==> src/rtl/i2af_pkg.sv <==
// ----------------------------------------------------------------------------
// i2af_pkg
// Shared types, constants and helpers of the integer to ASCII formatter.
// ----------------------------------------------------------------------------
package i2af_pkg;

   localparam int KIND_WIDTH   = 2;
   localparam int VALUE_WIDTH  = 64;
   localparam int CHAR_WIDTH   = 8;
   localparam int BIN_WIDTH    = 32;
   localparam int BCD_DIGITS   = 10;
   localparam int NIBBLE       = 4;
   localparam int BCD_WIDTH    = BCD_DIGITS * NIBBLE;
   localparam int MAX_DIGITS   = VALUE_WIDTH / NIBBLE;
   localparam int CNT_WIDTH    = $clog2(MAX_DIGITS + 1);
   localparam int SHIFT_WIDTH  = $clog2(BIN_WIDTH + 1);

   localparam logic [KIND_WIDTH-1:0] KIND_SDEC = 2'd0;
   localparam logic [KIND_WIDTH-1:0] KIND_UDEC = 2'd1;
   localparam logic [KIND_WIDTH-1:0] KIND_HEXL = 2'd2;
   localparam logic [KIND_WIDTH-1:0] KIND_HEXU = 2'd3;

   localparam logic [CHAR_WIDTH-1:0] CHAR_ZERO  = 8'h30;
   localparam logic [CHAR_WIDTH-1:0] CHAR_MINUS = 8'h2D;
   localparam logic [CHAR_WIDTH-1:0] CHAR_LOWER = 8'h61;
   localparam logic [CHAR_WIDTH-1:0] CHAR_UPPER = 8'h41;

   typedef enum logic [1:0] {
      TOP_IDLE,
      TOP_CONV,
      TOP_SEND
   } top_state_type;

   typedef enum logic [1:0] {
      SER_IDLE,
      SER_SKIP,
      SER_SEND
   } ser_state_type;

   typedef struct packed {
      logic                   valid;
      logic [VALUE_WIDTH-1:0] digits;
      logic [CNT_WIDTH-1:0]   count;
      logic                   minus;
      logic                   upper;
   } ser_load_type;

   function automatic logic [CHAR_WIDTH-1:0] digit_char(input logic [NIBBLE-1:0] d,
                                                        input logic upper);
      logic [CHAR_WIDTH-1:0] base;
      base = upper ? CHAR_UPPER : CHAR_LOWER;
      if (d < 4'd10) begin
         digit_char = CHAR_ZERO + {4'd0, d};
      end else begin
         digit_char = base + {4'd0, d} - 8'd10;
      end
   endfunction

endpackage

==> src/rtl/integer_to_ascii_formatter_core.sv <==
// ----------------------------------------------------------------------------
// integer_to_ascii_formatter_core
// Formats one integer per word as ASCII text, one character per result word.
//
// The req channel takes the number in req_tdata and the format in req_tuser:
// signed decimal, unsigned decimal, lower-case or upper-case hexadecimal.
// The rsp channel returns the characters most significant first, with no
// leading zeros, a leading minus sign for negative signed values, and
// rsp_tlast on the final character.
// Decimal words run through a bit-serial binary to BCD converter; hexadecimal
// words skip it. Leading zeros are dropped one digit per cycle, then one
// character leaves per cycle while the receiver is ready.
// One word is worked on at a time; req_tready is high only while idle. The
// next word is accepted while the final character still waits in the output
// register. When rsp_tready is low the output register holds its character
// and the digit shifter waits. Reset empties the output and returns to idle.
// ----------------------------------------------------------------------------
module integer_to_ascii_formatter_core (
   input  logic                               clock,
   input  logic                               reset,
   input  logic                               req_tvalid,
   output logic                               req_tready,
   input  logic [i2af_pkg::VALUE_WIDTH-1:0]   req_tdata,  // value
   input  logic [i2af_pkg::KIND_WIDTH-1:0]    req_tuser,  // kind
   output logic                               rsp_tvalid,
   input  logic                               rsp_tready,
   output logic [i2af_pkg::CHAR_WIDTH-1:0]    rsp_tdata,  // ascii_char
   output logic                               rsp_tlast
);
   import i2af_pkg::*;

   top_state_type         state_ff, state_in;
   logic                  minus_ff, minus_in;
   logic                  accept;
   logic [BIN_WIDTH-1:0]  low;
   logic                  neg;
   logic [BIN_WIDTH-1:0]  mag;
   logic                  bcd_start;
   logic                  bcd_done;
   logic [BCD_WIDTH-1:0]  bcd;
   logic                  ser_busy;
   ser_load_type          load;

   always_ff @(posedge clock) begin
      if (reset) begin
         state_ff <= TOP_IDLE;
         minus_ff <= 1'b0;
      end else begin
         state_ff <= state_in;
         minus_ff <= minus_in;
      end
   end

   assign req_tready = (state_ff == TOP_IDLE);
   assign accept     = req_tvalid && req_tready;
   assign low        = req_tdata[BIN_WIDTH-1:0];
   assign neg        = (req_tuser == KIND_SDEC) && low[BIN_WIDTH-1];
   assign mag        = neg ? (~low + BIN_WIDTH'(1)) : low;

   always_comb begin
      state_in    = state_ff;
      minus_in    = minus_ff;
      bcd_start   = 1'b0;
      load.valid  = 1'b0;
      load.digits = {bcd, {(VALUE_WIDTH-BCD_WIDTH){1'b0}}};
      load.count  = CNT_WIDTH'(BCD_DIGITS);
      load.minus  = minus_ff;
      load.upper  = 1'b0;
      unique case (state_ff)
         TOP_IDLE: begin
            if (accept) begin
               if (req_tuser == KIND_HEXL || req_tuser == KIND_HEXU) begin
                  load.valid  = 1'b1;
                  load.digits = req_tdata;
                  load.count  = CNT_WIDTH'(MAX_DIGITS);
                  load.minus  = 1'b0;
                  load.upper  = (req_tuser == KIND_HEXU);
                  state_in    = TOP_SEND;
               end else begin
                  bcd_start = 1'b1;
                  minus_in  = neg;
                  state_in  = TOP_CONV;
               end
            end
         end
         TOP_CONV: begin
            if (bcd_done) begin
               load.valid = 1'b1;
               state_in   = TOP_SEND;
            end
         end
         TOP_SEND: begin
            if (!ser_busy) begin
               state_in = TOP_IDLE;
            end
         end
         default: begin
            state_in = TOP_IDLE;
         end
      endcase
   end

   i2af_bcd u_bcd (
      .clock (clock),
      .reset (reset),
      .start (bcd_start),
      .bin   (mag),
      .done  (bcd_done),
      .bcd   (bcd)
   );

   i2af_serializer u_serializer (
      .clock      (clock),
      .reset      (reset),
      .load       (load),
      .busy       (ser_busy),
      .rsp_tvalid (rsp_tvalid),
      .rsp_tready (rsp_tready),
      .rsp_tdata  (rsp_tdata),
      .rsp_tlast  (rsp_tlast)
   );

endmodule

==> src/rtl/i2af_bcd.sv <==
// ----------------------------------------------------------------------------
// i2af_bcd
// Bit-serial binary to BCD converter: shifts in one binary bit per cycle and
// corrects each BCD digit by add-three before the shift.
// ----------------------------------------------------------------------------
module i2af_bcd (
   input  logic                             clock,
   input  logic                             reset,
   input  logic                             start,
   input  logic [i2af_pkg::BIN_WIDTH-1:0]   bin,
   output logic                             done,
   output logic [i2af_pkg::BCD_WIDTH-1:0]   bcd
);
   import i2af_pkg::*;

   logic [BIN_WIDTH-1:0]   bin_ff, bin_in;
   logic [BCD_WIDTH-1:0]   bcd_ff, bcd_in;
   logic [SHIFT_WIDTH-1:0] cnt_ff, cnt_in;
   logic                   busy_ff, busy_in;
   logic [BCD_WIDTH-1:0]   adj;

   always_ff @(posedge clock) begin
      if (reset) begin
         busy_ff <= 1'b0;
         cnt_ff  <= '0;
      end else begin
         busy_ff <= busy_in;
         cnt_ff  <= cnt_in;
      end
      bin_ff <= bin_in;
      bcd_ff <= bcd_in;
   end

   always_comb begin
      for (int i = 0; i < BCD_DIGITS; i++) begin
         if (bcd_ff[i*NIBBLE +: NIBBLE] >= 4'd5) begin
            adj[i*NIBBLE +: NIBBLE] = bcd_ff[i*NIBBLE +: NIBBLE] + 4'd3;
         end else begin
            adj[i*NIBBLE +: NIBBLE] = bcd_ff[i*NIBBLE +: NIBBLE];
         end
      end
   end

   always_comb begin
      bin_in  = bin_ff;
      bcd_in  = bcd_ff;
      cnt_in  = cnt_ff;
      busy_in = busy_ff;
      done    = busy_ff && (cnt_ff == '0);
      if (start) begin
         bin_in  = bin;
         bcd_in  = '0;
         cnt_in  = SHIFT_WIDTH'(BIN_WIDTH);
         busy_in = 1'b1;
      end else if (busy_ff) begin
         if (cnt_ff == '0) begin
            busy_in = 1'b0;
         end else begin
            bcd_in = {adj[BCD_WIDTH-2:0], bin_ff[BIN_WIDTH-1]};
            bin_in = {bin_ff[BIN_WIDTH-2:0], 1'b0};
            cnt_in = cnt_ff - 1'b1;
         end
      end
   end

   assign bcd = bcd_ff;

endmodule

==> src/rtl/i2af_serializer.sv <==
// ----------------------------------------------------------------------------
// i2af_serializer
// Digit shift register that drops leading zeros one digit per cycle and then
// sends one character per word through a registered output stage.
// ----------------------------------------------------------------------------
module i2af_serializer (
   input  logic                              clock,
   input  logic                              reset,
   input  i2af_pkg::ser_load_type            load,
   output logic                              busy,
   output logic                              rsp_tvalid,
   input  logic                              rsp_tready,
   output logic [i2af_pkg::CHAR_WIDTH-1:0]   rsp_tdata,
   output logic                              rsp_tlast
);
   import i2af_pkg::*;

   ser_state_type          state_ff, state_in;
   logic [VALUE_WIDTH-1:0] dig_ff, dig_in;
   logic [CNT_WIDTH-1:0]   cnt_ff, cnt_in;
   logic                   minus_ff, minus_in;
   logic                   upper_ff, upper_in;
   logic                   vld_ff, vld_in;
   logic [CHAR_WIDTH-1:0]  char_ff, char_in;
   logic                   last_ff, last_in;
   logic                   out_free;
   logic [NIBBLE-1:0]      top_digit;

   always_ff @(posedge clock) begin
      if (reset) begin
         state_ff <= SER_IDLE;
         vld_ff   <= 1'b0;
         minus_ff <= 1'b0;
         cnt_ff   <= '0;
      end else begin
         state_ff <= state_in;
         vld_ff   <= vld_in;
         minus_ff <= minus_in;
         cnt_ff   <= cnt_in;
      end
      dig_ff   <= dig_in;
      upper_ff <= upper_in;
      char_ff  <= char_in;
      last_ff  <= last_in;
   end

   assign top_digit = dig_ff[VALUE_WIDTH-1 -: NIBBLE];
   assign out_free  = !vld_ff || rsp_tready;

   always_comb begin
      state_in = state_ff;
      dig_in   = dig_ff;
      cnt_in   = cnt_ff;
      minus_in = minus_ff;
      upper_in = upper_ff;
      vld_in   = vld_ff;
      char_in  = char_ff;
      last_in  = last_ff;
      if (vld_ff && rsp_tready) begin
         vld_in = 1'b0;
      end
      unique case (state_ff)
         SER_IDLE: begin
            if (load.valid) begin
               dig_in   = load.digits;
               cnt_in   = load.count;
               minus_in = load.minus;
               upper_in = load.upper;
               state_in = SER_SKIP;
            end
         end
         SER_SKIP: begin
            if (top_digit == '0 && cnt_ff > CNT_WIDTH'(1)) begin
               dig_in = {dig_ff[VALUE_WIDTH-NIBBLE-1:0], {NIBBLE{1'b0}}};
               cnt_in = cnt_ff - 1'b1;
            end else begin
               state_in = SER_SEND;
            end
         end
         SER_SEND: begin
            if (out_free) begin
               vld_in = 1'b1;
               if (minus_ff) begin
                  char_in  = CHAR_MINUS;
                  last_in  = 1'b0;
                  minus_in = 1'b0;
               end else begin
                  char_in = digit_char(top_digit, upper_ff);
                  last_in = (cnt_ff == CNT_WIDTH'(1));
                  dig_in  = {dig_ff[VALUE_WIDTH-NIBBLE-1:0], {NIBBLE{1'b0}}};
                  cnt_in  = cnt_ff - 1'b1;
                  if (cnt_ff == CNT_WIDTH'(1)) begin
                     state_in = SER_IDLE;
                  end
               end
            end
         end
         default: begin
            state_in = SER_IDLE;
         end
      endcase
   end

   assign busy       = (state_ff != SER_IDLE);
   assign rsp_tvalid = vld_ff;
   assign rsp_tdata  = char_ff;
   assign rsp_tlast  = last_ff;

endmodule

==> config.mk <==
export PLATFORM = sky130hd
export DESIGN_NAME = integer_to_ascii_formatter_core
export DESIGN_NICKNAME = d
export VERILOG_FILES = /design/src/rtl/i2af_pkg.sv /design/src/rtl/integer_to_ascii_formatter_core.sv /design/src/rtl/i2af_bcd.sv /design/src/rtl/i2af_serializer.sv
export SDC_FILE = /design/constraint.sdc
export NUM_CORES = 1
export LEC_CHECK = 0
export BUFFER_PORTS_ARGS = -buffer_cell sky130_fd_sc_hd__buf_2
export CORE_UTILIZATION = 49
export DETAILED_ROUTE_END_ITERATION = 10
export MAX_ROUTING_LAYER = met4
export PLACE_DENSITY = 0.74
export SLEW_MARGIN = 25
export SYNTH_ARGS = -nofsm -noshare
export SYNTH_HDL_FRONTEND = slang
export SYNTH_SLANG_ARGS = --single-unit
export TNS_END_PERCENT = 30
==> constraint.sdc <==
create_clock -name clock -period 4.1 [get_ports clock]
set_input_delay 0.615 -clock clock [delete_from_list [all_inputs] [get_ports clock]]
set_output_delay 0.615 -clock clock [all_outputs]
set_load 0.01 [all_outputs]
Yosys cells after proc, flatten, opt, wreduce, memory -nomap -nowiden

Index checks and enable logic that the tools add are counted.

Word-level logic and storage cells: 148
Register bits: 165
Output and inout port bits: 11
Bits of input ports: 70

Bitwise logic cells: 3
Equal/unequal tests: 17
Order comparisons: 12
Muxes and demuxes: 57
Reductions and logical operators: 28
Add/subtract/negate cells: 16

Operator list:

| cell                                                                   | count |
|---|---|
| 64-bit two-way mux                                                     | 4 |
| 64-bit one-hot mux with 3 select lines                                 | 1 |
| 72-bit two-way mux                                                     | 2 |
| 32-bit two-way mux                                                     | 4 |
| 71-bit two-way mux                                                     | 1 |
| 4-bit by 3-bit >= comparator with 1-bit output (second input constant) | 10 |
| 4-bit by 2-bit adder with 4-bit output (second input constant)         | 9 |
| 4-bit two-way mux                                                      | 9 |
| 32-bit by 1-bit adder with 32-bit output (second input constant)       | 1 |
| 32-bit inverter                                                        | 1 |
| 6-bit two-way mux                                                      | 4 |
| 5-bit two-way mux                                                      | 4 |
| 2-bit two-way mux                                                      | 9 |
| 5-bit one-hot mux with 3 select lines                                  | 1 |
| 1-bit two-way mux                                                      | 12 |
| 2-bit != test (second input constant)                                  | 6 |
| 2-bit one-hot mux with 3 select lines                                  | 2 |
| 3-bit AND reduction                                                    | 4 |
| 5-bit AND reduction                                                    | 2 |
| 8-bit by 4-bit adder with 8-bit output                                 | 1 |
| 2-bit == test (second input constant)                                  | 4 |
| 8-bit two-way mux                                                      | 1 |
| 2-bit by 1-bit != test with 1-bit output (second input constant)       | 4 |
| 2-bit AND reduction                                                    | 4 |
| 21 further kinds                                                       | 33 |

Depth between registers and ports, before layout

Depth in word-level cells: 7
Mapped depth: 8
Depth with buffers taken out: 8

By module

A second synthesis with hierarchy kept.

Cells, all modules: 825
Area, all modules: 9173.8 um^2

Modules (own cells, without submodules):

| module                          | times used | cells each | seq. area each (um^2) | area an instance (um^2) |
|---|---|---|---|---|
| i2af_bcd                        | 1          | 362        | 1901.8                | 3898.7 |
| i2af_serializer                 | 1          | 253        | 2372.3                | 3719.8 |
| integer_to_ascii_formatter_core | 1          | 210        | 60.1                  | 1555.2 |

Worst setup path before layout

No wires, ideal clock.

Path type: input to register
From: input req_tvalid
To: register u_serializer.cnt_ff[4]
Data required time: 4.029 ns
Library setup time: 0.071 ns
Setup slack: 1.340 ns
Data arrival time: 2.689 ns
Cell stages on the path: 7
Buffers on the path: 1
Cells stage by stage: or4bb_1 -> buf_2 -> o211ai_2 -> nand4_1 -> inv_2 -> o21ai_0 -> a21oi_1

Word-level cells in the longest chain between the ends: 5

Ends and longest elaborated chain:

| item                                                                                          | RTL line                              | text |
|---|---|---|
| start: declaration                                                                            | integer_to_ascii_formatter_core.sv:21 | `input logic req_tvalid,` |
| 1-bit logical AND (*)                                                                         | integer_to_ascii_formatter_core.sv:55 | `assign accept = req_tvalid && req_tready;` |
| 72-bit two-way mux (*)                                                                        | integer_to_ascii_formatter_core.sv:71 | `if (accept) begin` |
| 1-bit one-hot mux with 2 select lines / 71-bit two-way mux (equally long branches)            | integer_to_ascii_formatter_core.sv:69 | `unique case (state_ff)` |
| 2-bit != test (no line) / 5-bit two-way mux (equally long branches)                           | n/a                                   |  |
| 5-bit AND reduction (no line) / 5-bit one-hot mux with 3 select lines (equally long branches) | n/a                                   |  |
| end signal: assignment                                                                        | i2af_serializer.sv:39                 | `cnt_ff <= cnt_in;` |
| end: declaration                                                                              | i2af_serializer.sv:20                 | `logic [CNT_WIDTH-1:0] cnt_ff, cnt_in;` |

Every way passes the cells marked *; elsewhere a longest branch is shown, timed or not. The select of a mux whose other input is x is not followed.
A chain may end at the register's enable or synchronous reset.

Worst setup path in the final report

From: register u_serializer.dig_ff[61]
To: register u_serializer.cnt_ff[4]

Word-level cells in the longest chain between the ends: 4

Ends and longest elaborated chain:

| item                                               | RTL line              | text |
|---|---|---|
| start: declaration                                 | i2af_serializer.sv:19 | `logic [VALUE_WIDTH-1:0] dig_ff, dig_in;` |
| start signal: assignment                           | i2af_serializer.sv:41 | `dig_ff <= dig_in;` |
| 4-bit logical NOT                                  | i2af_serializer.sv:73 | `if (top_digit == '0 && cnt_ff > CNT_WIDTH'(1)) begin` |
| 1-bit logical AND                                  | i2af_serializer.sv:73 |  |
| 2-bit by 1-bit != test with 1-bit output (no line) | n/a                   |  |
| 5-bit AND reduction (no line)                      | n/a                   |  |

No other way between the ends.

==> results_dict.tcl <==
set metrics [dict create \
    critPathMaxFanout 42 \
    place_congestion 0.8695 \
    crit_type "register to register" \
    synth_edf_count 105 \
    path_buf_inv 3 \
    slew_headroom 0.3484 \
    overflow 0 \
    dieArea_um2 18440 \
    synth-seq-cells 164 \
    clockBufferDepth 2 \
    antenna_found_initial 0 \
    setup_viol 0 \
    routed_wl_um 19630 \
    crit_family "buffers and inverters" \
    fin_tns_setup_ps 0 \
    ys_types 60 \
    crit_slowest_cell "inv_2" \
    ioPinCount 81 \
    grt_pass1_wl_um 32060 \
    p_total_mw 4.376 \
    ys.warnings.count 0 \
    initial_core_util 0.5037 \
    finalHoldViolations 0 \
    rsz0062_at_grt "no" \
    clock_sinks 164 \
    cts-root-buf "clkbuf_16" \
    drive_above_1_share 0.1288 \
    r2r_cells 9 \
    ctsHtreeMaxLevel 4 \
    die_h_um 135.8 \
    cpPeakStageDelay_ps 570 \
    path_clk_slew_ps 60 \
    vias 6987 \
    dr.pass1.iters 5 \
    cts_setup_buffers 0 \
    period_minus_slack_ps 2950 \
    fillers 1516 \
    numCtsBuffers 17 \
    post_cts_resized 0 \
    critPathLaunchType "register" \
    wl_per_cell_um 15.91 \
    slew_viol_final 0 \
    die_w_um 135.8 \
    swShare 0.2685 \
    grt_pass1_vias 6579 \
    grt_usage 0.2287 \
    crit_chain "inv_1 > ha_1 > or3b_2 > a21oi_1 > nand4_1 > inv_2 > buf_12 > o21ai_0 > a21oi_1" \
    synth_seq_area_share 0.4940 \
    worstMarginPinSlew_ps 977.4 \
    cp.arrival_ps 3310 \
    startpoint "u_serializer.dig_ff[61]$_DFFE_PP_" \
    drc 0 \
    first_iter_violations 628 \
    syn_area_um2 8773 \
    finalCritPeriodShare 0.7196 \
    viasPerCell 5.662 \
    async_flop_share 0 \
    cpMostUsedCell "a21oi_1" \
    clock.fmax_ghz 0.3389 \
    p_sw_mw 1.175 \
    peakVddDrop_mv 0.2869 \
    run_status "finished clean" \
    hold_path_class "register to register" \
    fin_skew_ps 8.666 \
    cp.required_ps 4460 \
    endpoint "u_serializer.cnt_ff[4]$_SDFFE_PP0P_" \
    rr_startpoint "u_serializer.dig_ff[61]$_DFFE_PP_" \
    path_depth 9 \
    power.density_nw_per_um2 442.6 \
    crit_path_end_kind "register" \
    syn-instance-count 946 \
    ctsHoldBuffers 0 \
    maxCapViolCount 0 \
    tritoncts "built" \
    hpwl_um 12790 \
    coreArea_um2 17420 \
    area_growth_pct 12.69 \
    p_seq_frac 0.476 \
    grt_max_degree 129 \
    p_int_mw 3.201 \
    antenna-diode-count 0 \
    syn_nets 1046 \
    std_cell_rows 48 \
    dpl_worst_slack_ps 1135 \
    setup_slack_ps 1150 \
    rr_endpoint "u_serializer.cnt_ff[4]$_SDFFE_PP0P_" \
    synth_ff_type "edfxtp_1" \
    leakagePower_nw 3.712 \
    clock_latency_ps 430 \
    avgSynthCellArea_um2 9.274 \
    pwr-share-comb 0.164 \
    post-route-util 0.5677 \
    port_buffers 79 \
    ff2ff_setup_slack_ps 1150 \
    postRouteAntennaNets 0 \
    finalNetCount 1096 \
    p_clk_frac 0.360 \
]
## through the flow
step                      std cells  cell area [um2]  hold WS [ps]
after global routing           1234             9887         488.8
final                          1234             9887         451.1
after CTS                      1233             9864         450.2
after global placement         1201             9291         437.7
after detailed placement       1201             9291         441.6
after floorplan                 946             8773         431.5
## cell type report
class	count	area [um2]	area share
Sequential cell	164	4334	0.4384
Clock buffer	19	432.9	0.04379
Inverter	35	131.4	0.01329
Tap cell	225	281.5	0.02847
Clock inverter	13	140.1	0.01417
Multi-Input combinational cell	690	4079	0.4126
Timing Repair Buffer	88	488.0	0.04935
## cells in the mapped netlist, drive strengths merged (4+ instances only)
cell	number	share of area
xor2	16	0.016
nand2b	11	0.0078
nand2	172	0.074
nor4	10	0.0096
dfxtp	59	0.13
nor2	59	0.025
clkbuf	46	0.023
and3	4	0.0029
a31oi	7	0.0050
a211oi	20	0.017
a21oi	81	0.046
nor3	12	0.0074
o21ai	121	0.069
nor3b	13	0.012
nor2b	5	0.0036
o41ai	4	0.0040
nand3	14	0.0080
or4	6	0.0056
buf	11	0.0064
o31ai	9	0.0083
mux2i	31	0.035
and2	6	0.0043
nand4	4	0.0029
inv	35	0.015
edfxtp	105	0.36
ha	30	0.043
xnor2	29	0.029
## cells in the final DEF (no fill, tap or decap), types with 3 or more instances in the layout
| cell | n |
|---|---|
| buf_2 | 79 |
| edfxtp_1 | 105 |
| nor4_1 | 8 |
| a31oi_1 | 7 |
| xnor2_1 | 29 |
| a211oi_1 | 20 |
| and3_1 | 3 |
| clkbuf_16 | 17 |
| o21ai_1 | 5 |
| nand3_1 | 14 |
| o41ai_1 | 4 |
| and2_1 | 6 |
| a21oi_1 | 81 |
| nand4_1 | 4 |
| nand2_1 | 172 |
| o31ai_1 | 8 |
| mux2i_1 | 31 |
| dfxtp_1 | 59 |
| buf_4 | 7 |
| or4_1 | 5 |
| xor2_1 | 16 |
| nor3b_1 | 12 |
| nor2b_1 | 5 |
| bufinv_16 | 3 |
| o21ai_0 | 115 |
| nand2b_1 | 11 |
| ha_1 | 29 |
| nor3_1 | 11 |
| inv_1 | 34 |
| clkinv_1 | 5 |
| nor2_1 | 58 |
## worst min path at each step
stage | startpoint | endpoint | slack (ps) | cells past startpoint
2_1_floorplan | minus_ff$_SDFFE_PP0P_ | minus_ff$_SDFFE_PP0P_ | 430 | 2
3_3_place_gp | minus_ff$_SDFFE_PP0P_ | minus_ff$_SDFFE_PP0P_ | 440 | 2
3_5_place_dp | minus_ff$_SDFFE_PP0P_ | minus_ff$_SDFFE_PP0P_ | 440 | 2
4_1_cts | minus_ff$_SDFFE_PP0P_ | minus_ff$_SDFFE_PP0P_ | 450 | 2
5_1_grt | u_bcd.bcd[37]$_SDFFE_PP0P_ | u_bcd.bcd[37]$_SDFFE_PP0P_ | 490 | 2
6_report | minus_ff$_SDFFE_PP0P_ | minus_ff$_SDFFE_PP0P_ | 450 | 2
## flip-flops by register name, summed over array words and instances, names as in the netlist
signal	flops
u_serializer.upper_ff	1
u_serializer.rsp_tdata	7
u_bcd.bin_ff	32
u_serializer.rsp_tvalid	1
u_serializer.dig_ff	64
minus_ff	1
state_ff	2
u_serializer.minus_ff	1
u_serializer.rsp_tlast	1
u_bcd.bcd	40
u_serializer.state_ff	2
u_bcd.busy_ff	1
u_serializer.cnt_ff	5
u_bcd.cnt_ff	6
## kinds of logic (layout without fill, tap and decap cells)
kind of cell / after synthesis / after routing / share of synthesized area
simple gates: 326 / 326 / 0.1730
flops: 164 / 164 / 0.4940
fa+ha+maj: 30 / 30 / 0.04278
buf+inv: 92 / 155 / 0.04464
compound gates: 257 / 257 / 0.1649
xor+xnor: 45 / 45 / 0.04492
mux: 31 / 31 / 0.03537
other cells: 1 / 1 / 0.0004274
## metal layers
metal,up-vias,track usage,part of all wire
met5,-,-,0
met2,230,0.3467,0.46
met3,37,0.03579,0.051
met4,0,0.09738,0.023
met1,3279,0.3039,0.46
li1,3441,-,-
## power by group through the flow
stage | registers [mW] | clock network (mW) | logic (mW)
after floorplan | 2.09 | 0 | 0.507
after global placement | 2.11 | 0 | 0.689
after detailed placement | 2.12 | 0 | 0.705
after CTS | 2.08 | 1.59 | 0.713
after global routing | 2.10 | 1.66 | 0.808
final | 2.08 | 1.58 | 0.717
## tightest hold or removal path: stages, from the launching register on
cell and delay [ps]:
dfxtp_1 300, nand2_1 50, a21oi_1 50
Power figures use the tool's default switching activity.
